<file path="config.mk">
export PLATFORM = sky130hd
export DESIGN_NAME = disk_seek_schedule_distance
export DESIGN_NICKNAME = d
export VERILOG_FILES = /design/src/rtl/dss_pkg.sv /design/src/rtl/dss_mem.sv /design/src/rtl/dss_alu.sv /design/src/rtl/disk_seek_schedule_distance.sv
export SDC_FILE = /design/constraint.sdc
export NUM_CORES = 1
export LEC_CHECK = 0
export BUFFER_PORTS_ARGS = -buffer_cell sky130_fd_sc_hd__clkbuf_2
export CAP_MARGIN = 40
export CORE_MARGIN = 2
export CORE_UTILIZATION = 39
export DETAILED_ROUTE_END_ITERATION = 16
export SYNTH_ARGS = -nofsm -noshare
export SYNTH_HDL_FRONTEND = slang
export SYNTH_SLANG_ARGS = --single-unit
</file>
<file path="constraint.sdc">
create_clock -name i_clk -period 11.2 [get_ports i_clk]
set_input_delay 1.12 -clock i_clk [delete_from_list [all_inputs] [get_ports i_clk]]
set_output_delay 1.12 -clock i_clk [all_outputs]
set_load 0.01 [all_outputs]
</file>
<file path="src/rtl/dss_pkg.sv">
// ----------------------------------------------------------------------------
// dss_pkg: shared types and constants of the disk seek distance calculator
// Holds the policy codes, the sequencer states, the search windows and the
// result bundle of the shared distance unit.
// ----------------------------------------------------------------------------
`default_nettype none

package dss_pkg;

    // Width and ceiling of the saturating movement total.
    localparam int              TOTAL_W   = 24;
    localparam logic [TOTAL_W-1:0] TOTAL_MAX = {TOTAL_W{1'b1}};

    // Width of the policy register.
    localparam int POLICY_W = 2;

    // Scheduling policies.
    typedef enum logic [POLICY_W-1:0] {
        POL_FCFS  = 2'd0,
        POL_SSTF  = 2'd1,
        POL_SCAN  = 2'd2,
        POL_CSCAN = 2'd3
    } t_policy;

    // Sequencer states.
    typedef enum logic [2:0] {
        S_LOAD,
        S_PREP,
        S_FCFS,
        S_SCANP,
        S_MARK,
        S_ZERO,
        S_OUT
    } t_state;

    // Window of cylinders that a nearest-first pass may pick from.
    typedef enum logic [1:0] {
        WIN_ALL,
        WIN_BELOW,
        WIN_ATLEAST
    } t_window;

    // Result of the shared distance unit.
    typedef struct packed {
        logic [TOTAL_W-1:0] sum;
        logic               sat;
        logic               lt;
    } t_alu_res;

endpackage

`default_nettype wire

</file>
<file path="src/rtl/dss_mem.sv">
// ----------------------------------------------------------------------------
// dss_mem: request store
// One write port and one registered read port. Each word holds a served
// mark above the requested cylinder.
// ----------------------------------------------------------------------------
`default_nettype none

module dss_mem #(
    parameter int DEPTH = 64,
    parameter int AW    = 6,
    parameter int DW    = 17
) (
    input  wire logic          i_clk,
    input  wire logic          i_we,
    input  wire logic [AW-1:0] i_waddr,
    input  wire logic [DW-1:0] i_wdata,
    input  wire logic [AW-1:0] i_raddr,
    output logic      [DW-1:0] o_rdata
);

    logic [DW-1:0] r_mem [DEPTH];

    // Write port.
    always_ff @(posedge i_clk) begin
        if (i_we) begin
            r_mem[i_waddr] <= i_wdata;
        end
    end

    // Registered read port.
    always_ff @(posedge i_clk) begin
        o_rdata <= r_mem[i_raddr];
    end

endmodule

`default_nettype wire

</file>
<file path="src/rtl/dss_alu.sv">
// ----------------------------------------------------------------------------
// dss_alu: shared distance unit
// Forms the distance between two cylinders, compares it with the best
// distance so far and adds it to the running total with saturation.
// ----------------------------------------------------------------------------
`default_nettype none

module dss_alu import dss_pkg::*; #(
    parameter int CW = 16
) (
    input  wire logic [CW-1:0]      i_a,
    input  wire logic [CW-1:0]      i_b,
    input  wire logic [CW-1:0]      i_best,
    input  wire logic [TOTAL_W-1:0] i_total,
    output logic      [CW-1:0]      o_dist,
    output t_alu_res                o_res
);

    logic [CW-1:0]    seek_d;
    logic [TOTAL_W:0] sum_w;

    // Absolute difference, then the saturating sum and the compare.
    always_comb begin
        seek_d    = (i_a > i_b) ? (i_a - i_b) : (i_b - i_a);
        o_dist    = seek_d;
        sum_w     = {1'b0, i_total} + (TOTAL_W + 1)'(seek_d);
        o_res.sat = sum_w[TOTAL_W];
        o_res.sum = sum_w[TOTAL_W] ? TOTAL_MAX : sum_w[TOTAL_W-1:0];
        o_res.lt  = (seek_d < i_best);
    end

endmodule

`default_nettype wire

</file>
<file path="src/rtl/disk_seek_schedule_distance.sv">
// Loading takes one item per cycle; after the closing item the input stalls until the
// result is registered, also waiting for the output register to be free. Each pass reads
// the stored requests through the single read port into one distance unit; every served
// request costs one pass and one visit to the mark state.
// Reset (synchronous, active low) clears the set, the policy and the output valid.
// ----------------------------------------------------------------------------
// disk_seek_schedule_distance: disk head movement calculator
// Stores a head position and a set of cylinder requests, then walks them under
// the chosen scheduling policy with one shared distance unit and reports the
// saturated total head movement.
// ----------------------------------------------------------------------------
`default_nettype none

module disk_seek_schedule_distance import dss_pkg::*; #(
    parameter int MAX_REQUESTS  = 64,
    parameter int CYLINDER_BITS = 16
) (
    input  wire logic                i_clk,
    input  wire logic                i_rst_n,
    input  wire logic                i_valid,
    output logic                     o_stall,
    input  wire logic [15:0]         i_cylinder,
    input  wire logic                i_last_request,
    output logic                     o_valid,
    input  wire logic                i_stall,
    output logic [TOTAL_W-1:0]       o_total_movement,
    output logic                     o_overflow,
    input  wire logic                i_policy_we,
    input  wire logic [POLICY_W-1:0] i_policy
);

    localparam int CW   = (CYLINDER_BITS < 16) ? CYLINDER_BITS : 16;
    localparam int AW   = (MAX_REQUESTS > 2) ? $clog2(MAX_REQUESTS) : 1;
    localparam int CNTW = $clog2(MAX_REQUESTS + 1);
    localparam logic [CNTW-1:0] CNT_MAX = CNTW'(MAX_REQUESTS);

    t_state             r_state, n_state;
    t_policy            r_policy;
    t_policy            r_run_pol, n_run_pol;
    t_window            r_win, n_win;
    logic [CW-1:0]      r_head, n_head;
    logic               r_head_ld, n_head_ld;
    logic [CNTW-1:0]    r_cnt, n_cnt;
    logic               r_drop, n_drop;
    logic [CW-1:0]      r_pos, n_pos;
    logic [TOTAL_W-1:0] r_total, n_total;
    logic               r_sat, n_sat;
    logic [CNTW-1:0]    r_idx, n_idx;
    logic               r_rdv, n_rdv;
    logic [AW-1:0]      r_ridx;
    logic               r_found, n_found;
    logic [CW-1:0]      r_bestd, n_bestd;
    logic [AW-1:0]      r_bestidx, n_bestidx;
    logic [CW-1:0]      r_bestval, n_bestval;
    logic               r_step, n_step;
    logic               r_ovalid, n_ovalid;
    logic [TOTAL_W-1:0] r_out_total, n_out_total;
    logic               r_out_ovf, n_out_ovf;

    logic               in_xfer;
    logic [CW-1:0]      cyl;
    logic               issue;
    logic               pass_done;
    logic               out_free;
    logic               cand;
    logic               mem_we;
    logic [AW-1:0]      mem_waddr;
    logic [CW:0]        mem_wdata;
    logic [CW:0]        mem_rdata;
    logic [CW-1:0]      rd_val;
    logic               rd_served;
    logic [CW-1:0]      alu_b;
    logic [CW-1:0]      alu_dist;
    t_alu_res           alu_res;

    assign in_xfer   = i_valid && !o_stall;
    assign cyl       = i_cylinder[CW-1:0];
    assign rd_val    = mem_rdata[CW-1:0];
    assign rd_served = mem_rdata[CW];
    assign issue     = ((r_state == S_FCFS) || (r_state == S_SCANP)) && (r_idx < r_cnt);
    assign pass_done = (r_idx == r_cnt) && !r_rdv;
    assign out_free  = !r_ovalid || !i_stall;

    // Ports.
    assign o_stall          = (r_state != S_LOAD);
    assign o_valid          = r_ovalid;
    assign o_total_movement = r_out_total;
    assign o_overflow       = r_out_ovf;

    // Request store write: requests while loading, served marks while computing.
    always_comb begin
        if (r_state == S_MARK) begin
            mem_we    = r_found;
            mem_waddr = r_bestidx;
            mem_wdata = {1'b1, r_bestval};
        end else begin
            mem_we    = in_xfer && r_head_ld && (r_cnt < CNT_MAX);
            mem_waddr = r_cnt[AW-1:0];
            mem_wdata = {1'b0, cyl};
        end
    end

    dss_mem #(
        .DEPTH (MAX_REQUESTS),
        .AW    (AW),
        .DW    (CW + 1)
    ) u_mem (
        .i_clk   (i_clk),
        .i_we    (mem_we),
        .i_waddr (mem_waddr),
        .i_wdata (mem_wdata),
        .i_raddr (r_idx[AW-1:0]),
        .o_rdata (mem_rdata)
    );

    // Second operand of the distance unit: a stored request, the chosen one, or zero.
    always_comb begin
        if (r_state == S_MARK) begin
            alu_b = r_bestval;
        end else if (r_state == S_ZERO) begin
            alu_b = '0;
        end else begin
            alu_b = rd_val;
        end
    end

    dss_alu #(
        .CW (CW)
    ) u_alu (
        .i_a     (r_pos),
        .i_b     (alu_b),
        .i_best  (r_bestd),
        .i_total (r_total),
        .o_dist  (alu_dist),
        .o_res   (alu_res)
    );

    // A stored request is a candidate when unserved and inside the window.
    always_comb begin
        unique case (r_win)
            WIN_ALL:     cand = !rd_served;
            WIN_BELOW:   cand = !rd_served && (rd_val < r_head);
            WIN_ATLEAST: cand = !rd_served && (rd_val >= r_head);
            default:     cand = 1'b0;
        endcase
    end

    // Next state.
    always_comb begin
        n_state = r_state;
        unique case (r_state)
            S_LOAD: begin
                if (in_xfer && i_last_request) begin
                    n_state = S_PREP;
                end
            end
            S_PREP: begin
                n_state = (r_run_pol == POL_FCFS) ? S_FCFS : S_SCANP;
            end
            S_FCFS: begin
                if (pass_done) begin
                    n_state = S_OUT;
                end
            end
            S_SCANP: begin
                if (pass_done) begin
                    n_state = S_MARK;
                end
            end
            S_MARK: begin
                if (r_found) begin
                    n_state = S_SCANP;
                end else if ((r_run_pol == POL_SSTF) || r_step) begin
                    n_state = S_OUT;
                end else begin
                    n_state = S_ZERO;
                end
            end
            S_ZERO: begin
                n_state = S_SCANP;
            end
            S_OUT: begin
                if (out_free) begin
                    n_state = S_LOAD;
                end
            end
            default: begin
                n_state = S_LOAD;
            end
        endcase
    end

    // Datapath actions of each state.
    always_comb begin
        n_run_pol   = r_run_pol;
        n_win       = r_win;
        n_head      = r_head;
        n_head_ld   = r_head_ld;
        n_cnt       = r_cnt;
        n_drop      = r_drop;
        n_pos       = r_pos;
        n_total     = r_total;
        n_sat       = r_sat;
        n_idx       = issue ? CNTW'(r_idx + 1'b1) : r_idx;
        n_rdv       = issue;
        n_found     = r_found;
        n_bestd     = r_bestd;
        n_bestidx   = r_bestidx;
        n_bestval   = r_bestval;
        n_step      = r_step;
        n_ovalid    = r_ovalid && i_stall;
        n_out_total = r_out_total;
        n_out_ovf   = r_out_ovf;

        unique case (r_state)
            S_LOAD: begin
                if (in_xfer) begin
                    if (!r_head_ld) begin
                        n_head    = cyl;
                        n_head_ld = 1'b1;
                    end else if (r_cnt < CNT_MAX) begin
                        n_cnt = CNTW'(r_cnt + 1'b1);
                    end else begin
                        n_drop = 1'b1;
                    end
                    if (i_last_request) begin
                        n_run_pol = r_policy;
                    end
                end
            end
            S_PREP: begin
                n_pos   = r_head;
                n_total = '0;
                n_sat   = 1'b0;
                n_idx   = '0;
                n_found = 1'b0;
                n_step  = 1'b0;
                unique case (r_run_pol)
                    POL_SCAN:  n_win = WIN_BELOW;
                    POL_CSCAN: n_win = WIN_ATLEAST;
                    default:   n_win = WIN_ALL;
                endcase
            end
            S_FCFS: begin
                // Arrival order: every stored request is travelled to in turn.
                if (r_rdv) begin
                    n_total = alu_res.sum;
                    n_sat   = r_sat || alu_res.sat;
                    n_pos   = rd_val;
                end
            end
            S_SCANP: begin
                // Keep the nearest candidate; a strict compare keeps the earliest on a tie.
                if (r_rdv && cand && (!r_found || alu_res.lt)) begin
                    n_found   = 1'b1;
                    n_bestd   = alu_dist;
                    n_bestidx = r_ridx;
                    n_bestval = rd_val;
                end
            end
            S_MARK: begin
                if (r_found) begin
                    n_total = alu_res.sum;
                    n_sat   = r_sat || alu_res.sat;
                    n_pos   = r_bestval;
                    n_idx   = '0;
                    n_found = 1'b0;
                end
            end
            S_ZERO: begin
                // Travel to cylinder zero, then sweep the other side.
                n_total = alu_res.sum;
                n_sat   = r_sat || alu_res.sat;
                n_pos   = '0;
                n_step  = 1'b1;
                n_win   = (r_win == WIN_BELOW) ? WIN_ATLEAST : WIN_BELOW;
                n_idx   = '0;
                n_found = 1'b0;
            end
            S_OUT: begin
                if (out_free) begin
                    n_ovalid    = 1'b1;
                    n_out_total = r_total;
                    n_out_ovf   = r_drop || r_sat;
                    n_head      = '0;
                    n_head_ld   = 1'b0;
                    n_cnt       = '0;
                    n_drop      = 1'b0;
                end
            end
            default: begin
                n_ovalid = r_ovalid && i_stall;
            end
        endcase
    end

    // Control registers.
    always_ff @(posedge i_clk) begin
        if (!i_rst_n) begin
            r_state   <= S_LOAD;
            r_policy  <= POL_FCFS;
            r_run_pol <= POL_FCFS;
            r_win     <= WIN_ALL;
            r_head    <= '0;
            r_head_ld <= 1'b0;
            r_cnt     <= '0;
            r_drop    <= 1'b0;
            r_pos     <= '0;
            r_total   <= '0;
            r_sat     <= 1'b0;
            r_idx     <= '0;
            r_rdv     <= 1'b0;
            r_found   <= 1'b0;
            r_step    <= 1'b0;
            r_ovalid  <= 1'b0;
        end else begin
            r_state   <= n_state;
            if (i_policy_we) begin
                r_policy <= t_policy'(i_policy);
            end
            r_run_pol <= n_run_pol;
            r_win     <= n_win;
            r_head    <= n_head;
            r_head_ld <= n_head_ld;
            r_cnt     <= n_cnt;
            r_drop    <= n_drop;
            r_pos     <= n_pos;
            r_total   <= n_total;
            r_sat     <= n_sat;
            r_idx     <= n_idx;
            r_rdv     <= n_rdv;
            r_found   <= n_found;
            r_step    <= n_step;
            r_ovalid  <= n_ovalid;
        end
    end

    // Payload registers.
    always_ff @(posedge i_clk) begin
        r_ridx      <= r_idx[AW-1:0];
        r_bestd     <= n_bestd;
        r_bestidx   <= n_bestidx;
        r_bestval   <= n_bestval;
        r_out_total <= n_out_total;
        r_out_ovf   <= n_out_ovf;
    end

endmodule

`default_nettype wire

</file>
# Yosys cells after proc, flatten, opt, wreduce, memory -nomap -nowiden
# Memory sizes are Yosys's and may differ from the RTL's. A register that Yosys moved wholly into a read port is not among the register bits.
# Cells that the tools add are included.
[totals]
ff_bits = 155
ram_bits = 1088
output_inout_bits = 27
word_cells = 155
memories = 1
[mem_list]
columns = ["name", "words", "width", "rd", "rd_clocked_by_memory_dff", "wr", "line_no", "source"]
rows = [
  ["u_mem.r_mem", 64, 17, 1, 1, 1, "dss_mem.sv:21", "logic [DW-1:0] r_mem [DEPTH];"],
]
[op_classes]
addsub = 5
magnitude_cmp = 6
n_eq_ne = 24
n_mux = 54
reduce_logical = 43
[op_table]
columns = ["op", "count"]
rows = [
  ["$mux W16", 8],
  ["$pmux W24 S4", 1],
  ["$mux W24", 3],
  ["$pmux W16 S4", 1],
  ["$mux W7", 6],
  ["$lt A16 B16 Y1", 2],
  ["$pmux W16 S2", 1],
  ["$sub A16 B16 Y16", 2],
  ["$pmux W7 S2", 2],
  ["$add A24 B16 Y25", 1],
  ["$ne A2 B2 Y1 const B", 11],
  ["$pmux W3 S7", 1],
  ["$mux W17", 1],
  ["$ge A16 B16 Y1", 1],
  ["$gt A16 B16 Y1", 1],
  ["$mux W3", 5],
  ["$add A7 B1 Y7 const B", 2],
  ["$mux W1", 14],
  ["$logic_and A1 B1 Y1", 11],
  ["$reduce_and A5 Y1", 2],
  ["$eq A3 B3 Y1 const B", 3],
  ["$reduce_and A3 Y1", 3],
  ["$pmux W1 S2", 4],
  ["$pmux W2 S2", 2],
  ["other kinds (23)", 44],
]

# Depth between registers and ports, before layout
# Gate-level depths: netlist of the first run.
[depth]
word_depth = 10
ltp_mapped = 29
ltp_nobuf = 25

# By module
# Synthesis of the first run repeated with hierarchy kept, for this count alone.
[unflattened]
hier_cells = 3079
hier_area_um2 = 52487.8
[by_module_without_submodules]
columns = ["mod", "instances", "cells_per_inst", "area_per_inst_um2", "seq_area_each_um2"]
rows = [
  ["dss_mem", 1, 1953, 42344.4, 33011.7],
  ["disk_seek_schedule_distance", 1, 662, 6934.2, 3733.6],
  ["dss_alu", 1, 464, 3209.3, 0.0],
]

# Worst setup path before layout of the first run
# No wires, ideal clock.
[synth_timing]
kind = "reg2reg"
start = "register r_state[0]"
end = "register r_bestd[0] (enable)"
setup_ps = 446
arrival_ps = 7794
path_slack_ps = 2960
path_stages_with_launch = 26
n_path_buf = 5
period_less_slack_ps = 8240
path_cell_list = "dfxtp_1 > clkbuf_1 > nor2_1 > nand2_1 > inv_2 > buf_1 > buf_1 > a22oi_1 > ha_1 > nand4_2 > nor3_2 > o211ai_1 > a21boi_4 > buf_6 > buf_2 > mux2i_1 > ha_1 > a21boi_0 > o21a_1 > o21ai_0 > a21oi_1 > o21ai_0 > a21oi_1 > a211oi_1 > o21ai_0 > a21oi_1"
[synth_via]
elab_chain_cells = 9
elab_cells_between_ends = 13
classes_between = "add/sub (2); order compare (2); eq/ne (3); mux (3); reduce/logical (3)"
[synth_lines]
columns = ["item", "line_no", "source"]
rows = [
  ["start, declared", "disk_seek_schedule_distance.sv:37", "t_state r_state, n_state;"],
  ["start signal, assigned", "disk_seek_schedule_distance.sv:317", "r_state <= n_state;"],
  ["$eq A3 B3 Y1", "disk_seek_schedule_distance.sv:120", "end else if (r_state == S_ZERO) begin"],
  ["$mux W16", "disk_seek_schedule_distance.sv:120", ""],
  ["$mux W16 (*)", "disk_seek_schedule_distance.sv:118", "if (r_state == S_MARK) begin"],
  ["$sub A16 B16 Y16 / $gt A16 B16 Y1 (equally long branches)", "dss_alu.sv:24", "seek_d = (i_a > i_b) ? (i_a - i_b) : (i_b - i_a);"],
  ["$mux W16 (*)", "dss_alu.sv:24", ""],
  ["via alu_dist[1]", "disk_seek_schedule_distance.sv:73", "logic [CW-1:0] alu_dist;"],
  ["$lt A16 B16 Y1 (*)", "dss_alu.sv:29", "o_res.lt = (seek_d < i_best);"],
  ["$logic_or A1 B1 Y1 (*)", "disk_seek_schedule_distance.sv:254", "if (r_rdv && cand && (!r_found || alu_res.lt)) begin"],
  ["$logic_and A1 B1 Y1 (*)", "disk_seek_schedule_distance.sv:254", ""],
  ["$reduce_and A2 Y1 (no source line) (*)", "-", ""],
  ["end signal, assigned", "disk_seek_schedule_distance.sv:341", "r_bestd <= n_bestd;"],
  ["end, declared", "disk_seek_schedule_distance.sv:52", "logic [CW-1:0] r_bestd, n_bestd;"],
]
# Mark *: on every way through the listed nets, which the timed path passes. The rest lies on a longest branch.
# A chain may end at the register's enable or synchronous reset.

# Final worst setup path of the first run
[layout_timing]
start = "register r_state[0]"
end = "register r_bestidx[0] (enable)"
[layout_via]
elab_chain_cells = 9
elab_cells_between_ends = 13
classes_between = "add/sub (2); order compare (2); eq/ne (3); mux (3); reduce/logical (3)"
[layout_lines]
columns = ["item", "line_no", "source"]
rows = [
  ["$eq A3 B3 Y1", "disk_seek_schedule_distance.sv:120", ""],
  ["$mux W16", "disk_seek_schedule_distance.sv:120", ""],
  ["$mux W16 (*)", "disk_seek_schedule_distance.sv:118", ""],
  ["$sub A16 B16 Y16 / $gt A16 B16 Y1 (equally long branches)", "dss_alu.sv:24", ""],
  ["$mux W16 (*)", "dss_alu.sv:24", ""],
  ["via alu_dist[12]", "disk_seek_schedule_distance.sv:73", ""],
  ["$lt A16 B16 Y1 (*)", "dss_alu.sv:29", ""],
  ["$logic_or A1 B1 Y1 (*)", "disk_seek_schedule_distance.sv:254", ""],
  ["$logic_and A1 B1 Y1 (*)", "disk_seek_schedule_distance.sv:254", ""],
  ["$reduce_and A2 Y1 (no source line) (*)", "-", ""],
  ["end signal, assigned", "disk_seek_schedule_distance.sv:342", "r_bestidx <= n_bestidx;"],
  ["end, declared", "disk_seek_schedule_distance.sv:53", "logic [AW-1:0] r_bestidx, n_bestidx;"],
]
# Marked as above.

==> flow_summary_export.csv, run 1 <==
group,metric,value,unit
floorplan,rows,133,
clocking,cts_buffers,131,
routing,drc_errors,0,
power,p_int,8.79,mW
timing,slew_headroom,22.7,%
power,p_total,12.2,mW
timing,fmax,122,MHz
clocking,cts_max_path_buffers,3,
global_routing,track_usage,18.9,%
clocking,cts_resized,0,
routing,routed_wl,127,mm
timing,slew_violations,0,
timing,setup_violations,0,
critical_path,endpoint_kind,"flop",
clocking,clock_sinks,1260,
yosys,ys.flop_type,"edfxtp_1",
yosys,synth_seq_cells,1260,
yosys,synthTopCellsByArea,"edfxtp_1, mux4_2, dfxtp_1, ha_1, nand2_1",
critical_path,cp_max_fo,49,
yosys,synth.top_cell.area_share,67.3,%
yosys,synth-simple-area-share,4.14,%
power,power_switching,3.45,mW
routing,dr_total_vias,26491,
routing,drt-initial-drc-count,2722,
timing,setup_tns,0,ns
global_routing,grt_start_max_net_pins,175,
clocking,clkTransAtPathRegs,0.06,ns
routing,first_pass_iters,6,
yosys,synthCells,2713,
timing,hold_viol,0,
yosys,synth_nets,2831,
floorplan,core,131000,um^2
yosys,synth_edf_count,1151,
finish,mostFrequentLayoutCells,"edfxtp_1, mux4_2, nand2_1",
routing,ant_nets,0,
critical_path,arrival,8.59,ns
power,p_per_area,210,nW/um^2
placement,io_buffers,50,
yosys,yosys.area.top_type,"edfxtp_1",
global_routing,grt_overflow,0,
critical_path,critPathLaunchType,"flop",
placement,globalplace.congestion,0.839,
job,drv_cap,0,
floorplan,dieArea,135000,um^2
hold_path,min_path_type,"reg -> reg",
critical_path,crit_type,"reg -> reg",
timing,finalClockSkew,0.0272,ns
floorplan,die_y,367,um
yosys,synth_area,51400,um^2
power,power_frac_comb,18.9,%
yosys,synthXorXnorAreaFrac,0.597,%
timing,period_needed,8.21,ns
clocking,ctsHtreeMaxLevel,4,
power,peakVddDrop,0.000139,V
yosys,ys_seq_area_share,71.5,%
yosys,synthMuxAreaShare,15.9,%
global_routing,antenna_found_initial,3,
power,seqPwrFrac,47.0,%
yosys,synth_area_per_cell,18.9,um^2
yosys,ys_types,74,
critical_path,required,11.58,ns
timing,tightestPinTransition,1.16,ns
clocking,cts_setup_buffers,0,
yosys,synth_compound_area_share,3.72,%
floorplan,die_w,367,um
yosys,synthAdderAreaFrac,2.33,%
routing,viasPerCell,5.62,
clocking,ctsHoldBuffers,0,
timing,rsz0062_at_grt,"false",
floorplan,initial_utilization,39.2,%
power,leakagePower,18.5,nW
power,pwr-share-clk,34.2,%
clocking,cts_tree,"built",
finish,nets,2985,
outcome,status,"completed",
global_routing,grt_pass1_wl,185,mm
yosys,async_reset_ff_share,0,%
finish,drive_gt1_share,25.0,%
placement,dpl.hpwl,75.2,mm
yosys,synth_top_family_by_area,"multiplexers",
finish,final_common_cell,"edfxtp_1",
finish,syn2layout_area_growth,13.7,%
clocking,root_buffer,"clkbuf_16",
clocking,clock_latency,0.76,ns
global_routing,grt_pass1_vias,27009,
floorplan,io_pins,51,
timing,finalCritPeriodShare,73.3,%
yosys,yosys_warnings,0,
power,swShare,28.2,%
routing,wire_per_inst,27.0,um
## sequential cells by signal (all words and copies together), names as in the netlist, 3 cells and up
register	flops
r_cnt	7
r_ridx	6
o_total_movement	24
u_mem.r_mem	1088
r_total	24
r_bestd	16
r_head	16
r_pos	16
u_mem.o_rdata	17
r_bestval	16
r_state	3
r_idx	7
r_bestidx	6
## cell usage after synthesis, types with 6 or more instances
| cell type | instances |
|---|---|
| edfxtp_1 | 1151 |
| mux4_2 | 357 |
| nand2_1 | 161 |
| nor2_1 | 123 |
| dfxtp_1 | 109 |
| ha_1 | 91 |
| inv_1 | 88 |
| clkbuf_1 | 72 |
| nor2b_1 | 59 |
| a21oi_1 | 55 |
| o21ai_0 | 55 |
| a22oi_1 | 33 |
| buf_2 | 29 |
| nand3_1 | 25 |
| buf_1 | 22 |
| a21o_1 | 21 |
| nor3_1 | 21 |
| a211oi_1 | 19 |
| xnor2_1 | 19 |
| xor2_1 | 16 |
| a31oi_1 | 13 |
| nand4_1 | 13 |
| a221oi_1 | 10 |
| nand2b_1 | 10 |
| o31ai_1 | 10 |
| and2_1 | 9 |
| and3_1 | 9 |
| mux2i_1 | 9 |
| a21boi_0 | 8 |
| o21a_1 | 8 |
| buf_4 | 6 |
## cells by family after synthesis
family | count (synthesis)
DFF | 1260
and+or+nand+nor | 455
muxes | 368
AOI/OAI and AO/OA | 279
buffers and inverters | 222
adders and majority gates | 94
xor gates and xnor gates | 35
## routing by layer
metal / vias to the layer above / GRT usage [%] / share of wire, %
li1: 11253 / - / -
met1: 14103 / 26.1 / 43
met2: 954 / 31.1 / 49
met3: 181 / 2.77 / 5.9
met4: 0 / 5.48 / 2.3
met5: - / 0 / 0
## layout make-up
| type | instances | area (um^2) |
|---|---|---|
| Tap cell | 1755 | 2200 |
| Timing Repair Buffer | 154 | 1210 |
| Multi-Input combinational cell | 1231 | 13800 |
| Clock buffer | 164 | 3480 |
| Fill cell | 11194 | 72700 |
| Inverter | 89 | 334 |
| Clock inverter | 62 | 601 |
| Antenna cell | 1 | 2.50 |
| Sequential cell | 1260 | 36800 |
## final timing paths
path	from	to	slack, ns	depth (start not counted)
hold / removal	r_ridx[2]	r_bestidx[2]	0.40	0
setup reg to reg	r_state[0]	r_bestidx[0]	2.99	24
setup / recovery	r_state[0]	r_bestidx[0]	2.99	24
hold reg to reg	r_ridx[2]	r_bestidx[2]	0.40	0
## stage by stage
stage | util, % | hold WS (ns) | setup WS, ns | area [um^2] | cells
2_1_floorplan | - | 0.352 | 2.96 | 51400 | 2713
3_3_place_gp | 41.2 | 0.389 | 3.28 | 54100 | 4478
3_5_place_dp | 41.4 | 0.394 | 2.96 | 54300 | 4489
4_1_cts | 44.5 | 0.405 | 2.95 | 58400 | 4715
5_1_grt | 44.5 | 0.411 | 2.39 | 58400 | 4715
6_report | 44.5 | 0.404 | 2.99 | 58400 | 4716
## worst max-delay path, cell delays in order, from the launching register on
cell and delay, ns:
dfxtp_1 0.84, nor2_1 0.36, nand2_1 0.74, inv_2 0.56
nand2_1 0.24, o21ai_0 0.17, ha_1 0.29, fa_1 0.43
nor2b_1 0.17, o31a_1 0.20, o211ai_1 0.16, a21boi_4 0.64
mux2i_1 0.26, a221o_1 0.40, a21oi_2 0.19, nor2_1 0.07
xor2_1 0.32, ha_1 0.32, and4_1 0.19, o2111ai_1 0.09
a21oi_1 0.08, a211oi_1 0.22, o21ai_0 0.19, a21oi_4 0.17
buf_4 0.49
## power by group through the flow
| stage | clock network [mW] | logic, mW | registers (mW) |
|---|---|---|---|
| detailed placement | 0 | 2.31 | 5.85 |
| floorplan | 0 | 1.53 | 5.83 |
| CTS | 4.27 | 2.32 | 5.75 |
| global route | 4.45 | 2.56 | 5.75 |
| global placement | 0 | 2.22 | 5.85 |
| finish | 4.18 | 2.31 | 5.75 |
No activity file was read; power rests on OpenSTA's default activity.
==> inputs of run 2 (changes only) <==
==> constraint.sdc (replaced) <==
create_clock -name i_clk -period 8.3 [get_ports i_clk]
set_input_delay 0.83 -clock i_clk [delete_from_list [all_inputs] [get_ports i_clk]]
set_output_delay 0.83 -clock i_clk [all_outputs]
set_load 0.01 [all_outputs]
==> run 2 against run 1 <==
First-iteration DRC count rose by 1.9%. Clock skew rose by 0.0094 ns. Sequential cell count unchanged. Power is 34% higher. Maximum frequency up 15%. Clock power rose by 32%. Critical endpoint is now r_bestval[4]. Largest power group unchanged. Highest routed layer is now met5.
==> flow_summary_export.csv, run 2 (same netlist as run 1, synthesis figures left out) <==
group,metric,value,unit
routing,viasPerCell,5.55,
critical_path,cp_max_fo,52,
routing,ant_nets,0,
global_routing,antenna_found_initial,8,
finish,seq_area,36800,um^2
critical_path,reg2reg_from,"r_state[0]",
finish,top_register,"u_mem.r_mem",
clocking,clock_latency,0.74,ns
finish,utilization,44.5,%
timing,tightestPinTransition,1.05,ns
finish,final_common_cell,"edfxtp_1",
critical_path,rrSetupSlack,1.17,ns
floorplan,dieArea,135000,um^2
power,leakagePower,18.5,nW
routing,wire_per_inst,26.6,um
routing,routed_wl,126,mm
timing,rsz0062_at_grt,"false",
power,p_per_area,281,nW/um^2
critical_path,crit_type,"reg -> reg",
timing,setup_tns,0,ns
finish,nets,2984,
finish,mostFrequentLayoutCells,"edfxtp_1, mux4_2, nand2_1",
finish,final_cells,4724,
critical_path,endpoint_kind,"flop",
floorplan,die_y,367,um
hold_path,min_path_type,"in -> reg",
timing,finalCritPeriodShare,85.9,%
clocking,clock_sinks,1260,
timing,slew_violations,0,
hold_path,min_path_cells,3,
placement,placedCellCount,4498,
clocking,cts_resized,0,
clocking,ctsHoldBuffers,0,
power,peakVddDrop,0.000190,V
clocking,clkTransAtPathRegs,0.07,ns
clocking,ctsHtreeMaxLevel,3,
outcome,status,"completed",
clocking,root_buffer,"clkbuf_16",
finish,largest_register_ffs,1088,
finish,multi_input_area,13800,um^2
clocking,cts_max_path_buffers,3,
clocking,cts_tree,"built",
routing,dr_total_vias,26219,
timing,hold_viol,0,
placement,globalplace.congestion,0.854,
power,p_total,16.4,mW
timing,period_needed,7.13,ns
global_routing,track_usage,18.5,%
placement,io_buffers,50,
floorplan,rows,133,
job,drv_cap,0,
floorplan,io_pins,51,
critical_path,rr_worst_depth,26,
finish,drive_gt1_share,25.3,%
routing,drc_errors,0,
timing,fmax,140,MHz
floorplan,die_w,367,um
placement,dp_worst_setup_slack,1.18,ns
critical_path,r2r_end,"r_bestval[4]",
critical_path,required,8.69,ns
timing,finalClockSkew,0.0366,ns
critical_path,critPathLaunchType,"flop",
floorplan,core,131000,um^2
hold_path,min_to,"r_policy[1]",
timing,slew_headroom,29.7,%
floorplan,initial_utilization,39.2,%
hold_path,hold_start,"i_policy[1]",
finish,nFillCells,11204,
clocking,cts_buffers,121,
routing,first_pass_iters,7,
global_routing,grt_pass1_vias,26678,
global_routing,grt_pass1_wl,183,mm
placement,dpl.hpwl,75.0,mm
routing,drt-initial-drc-count,2774,
critical_path,arrival,7.52,ns
timing,setup_violations,0,
global_routing,grt_overflow,0,
clocking,cts_setup_buffers,0,
global_routing,grt_start_max_net_pins,127,
finish,syn2layout_area_growth,13.5,%
timing,finalWorstSetupSlack,1.17,ns
-- run 2: cell types whose count changed in the layout (fill, tap and decap cells not counted), sizes merged --
cell	delta
buf	+9
bufinv	+5
clkinvlp	+4
clkinv	+8
clkbuf	-15
inv	-3
-- run 2: final cells by class --
type | count | area share (%)
sequential | 1260 | 63.1
timing repair buffer | 163 | 2.13
multi-input combinational | 1231 | 23.6
clock buffer | 149 | 5.46
antenna | 1 | 0.00429
tap | 1755 | 3.77
clock inverter | 76 | 1.37
inverter | 89 | 0.573
-- run 2: where the power goes --
part,switching (mW),internal (mW)
Sequential,0.0954,7.66
Clock,2.37,3.13
Combinational,2.13,0.991
-- run 2: worst max path at each step --
stage	from	end	slack [ns]	depth (start not counted)
finish	r_state[0]	r_bestval[4]	1.17	26
global route	r_state[0]	r_bestval[7]	0.53	26
CTS	r_state[0]	r_bestidx[2]	1.17	26
detailed placement	r_state[0]	r_bestidx[2]	1.18	26
global placement	r_state[0]	r_bestidx[3]	1.42	25
floorplan	r_state[0]	r_bestd[0]	0.06	25
-- run 2: per-stage QoR --
| stage | cell area [um^2] | hold slack, ns |
|---|---|---|
| 3_3_place_gp | 54100 | 0.386 |
| 4_1_cts | 58300 | 0.327 |
| 5_1_grt | 58300 | 0.387 |
| 3_5_place_dp | 54300 | 0.401 |
| 6_report | 58300 | 0.382 |
| 2_1_floorplan | 51400 | 0.352 |
-- run 2: critical path: stages (launching register included) --
cell,delay (ns)
dfxtp_1,0.31
buf_4,0.25
nor2_1,0.08
buf_4,0.17
nand2_1,0.10
inv_2,0.32
nand2_1,0.22
o21ai_0,0.15
ha_1,0.27
fa_1,0.42
nor2b_1,0.19
o31a_1,0.19
o211ai_1,0.16
a21boi_4,0.63
mux2i_1,0.27
a221o_1,0.40
a21oi_2,0.19
nor2_1,0.07
xor2_1,0.26
ha_1,0.31
and4_1,0.19
o2111ai_1,0.09
a21oi_1,0.07
a211oi_1,0.23
o21ai_0,0.21
a21oi_4,0.58
buf_4,0.43
-- run 2: routing by layer --
layer  vias up  track usage, %  wire length (um)
li1      11234               -                 -
met1     13945            25.7             53700
met2       864            30.6             61400
met3       174            2.74              7590
met4         2            5.10              2830
met5         -               0                49
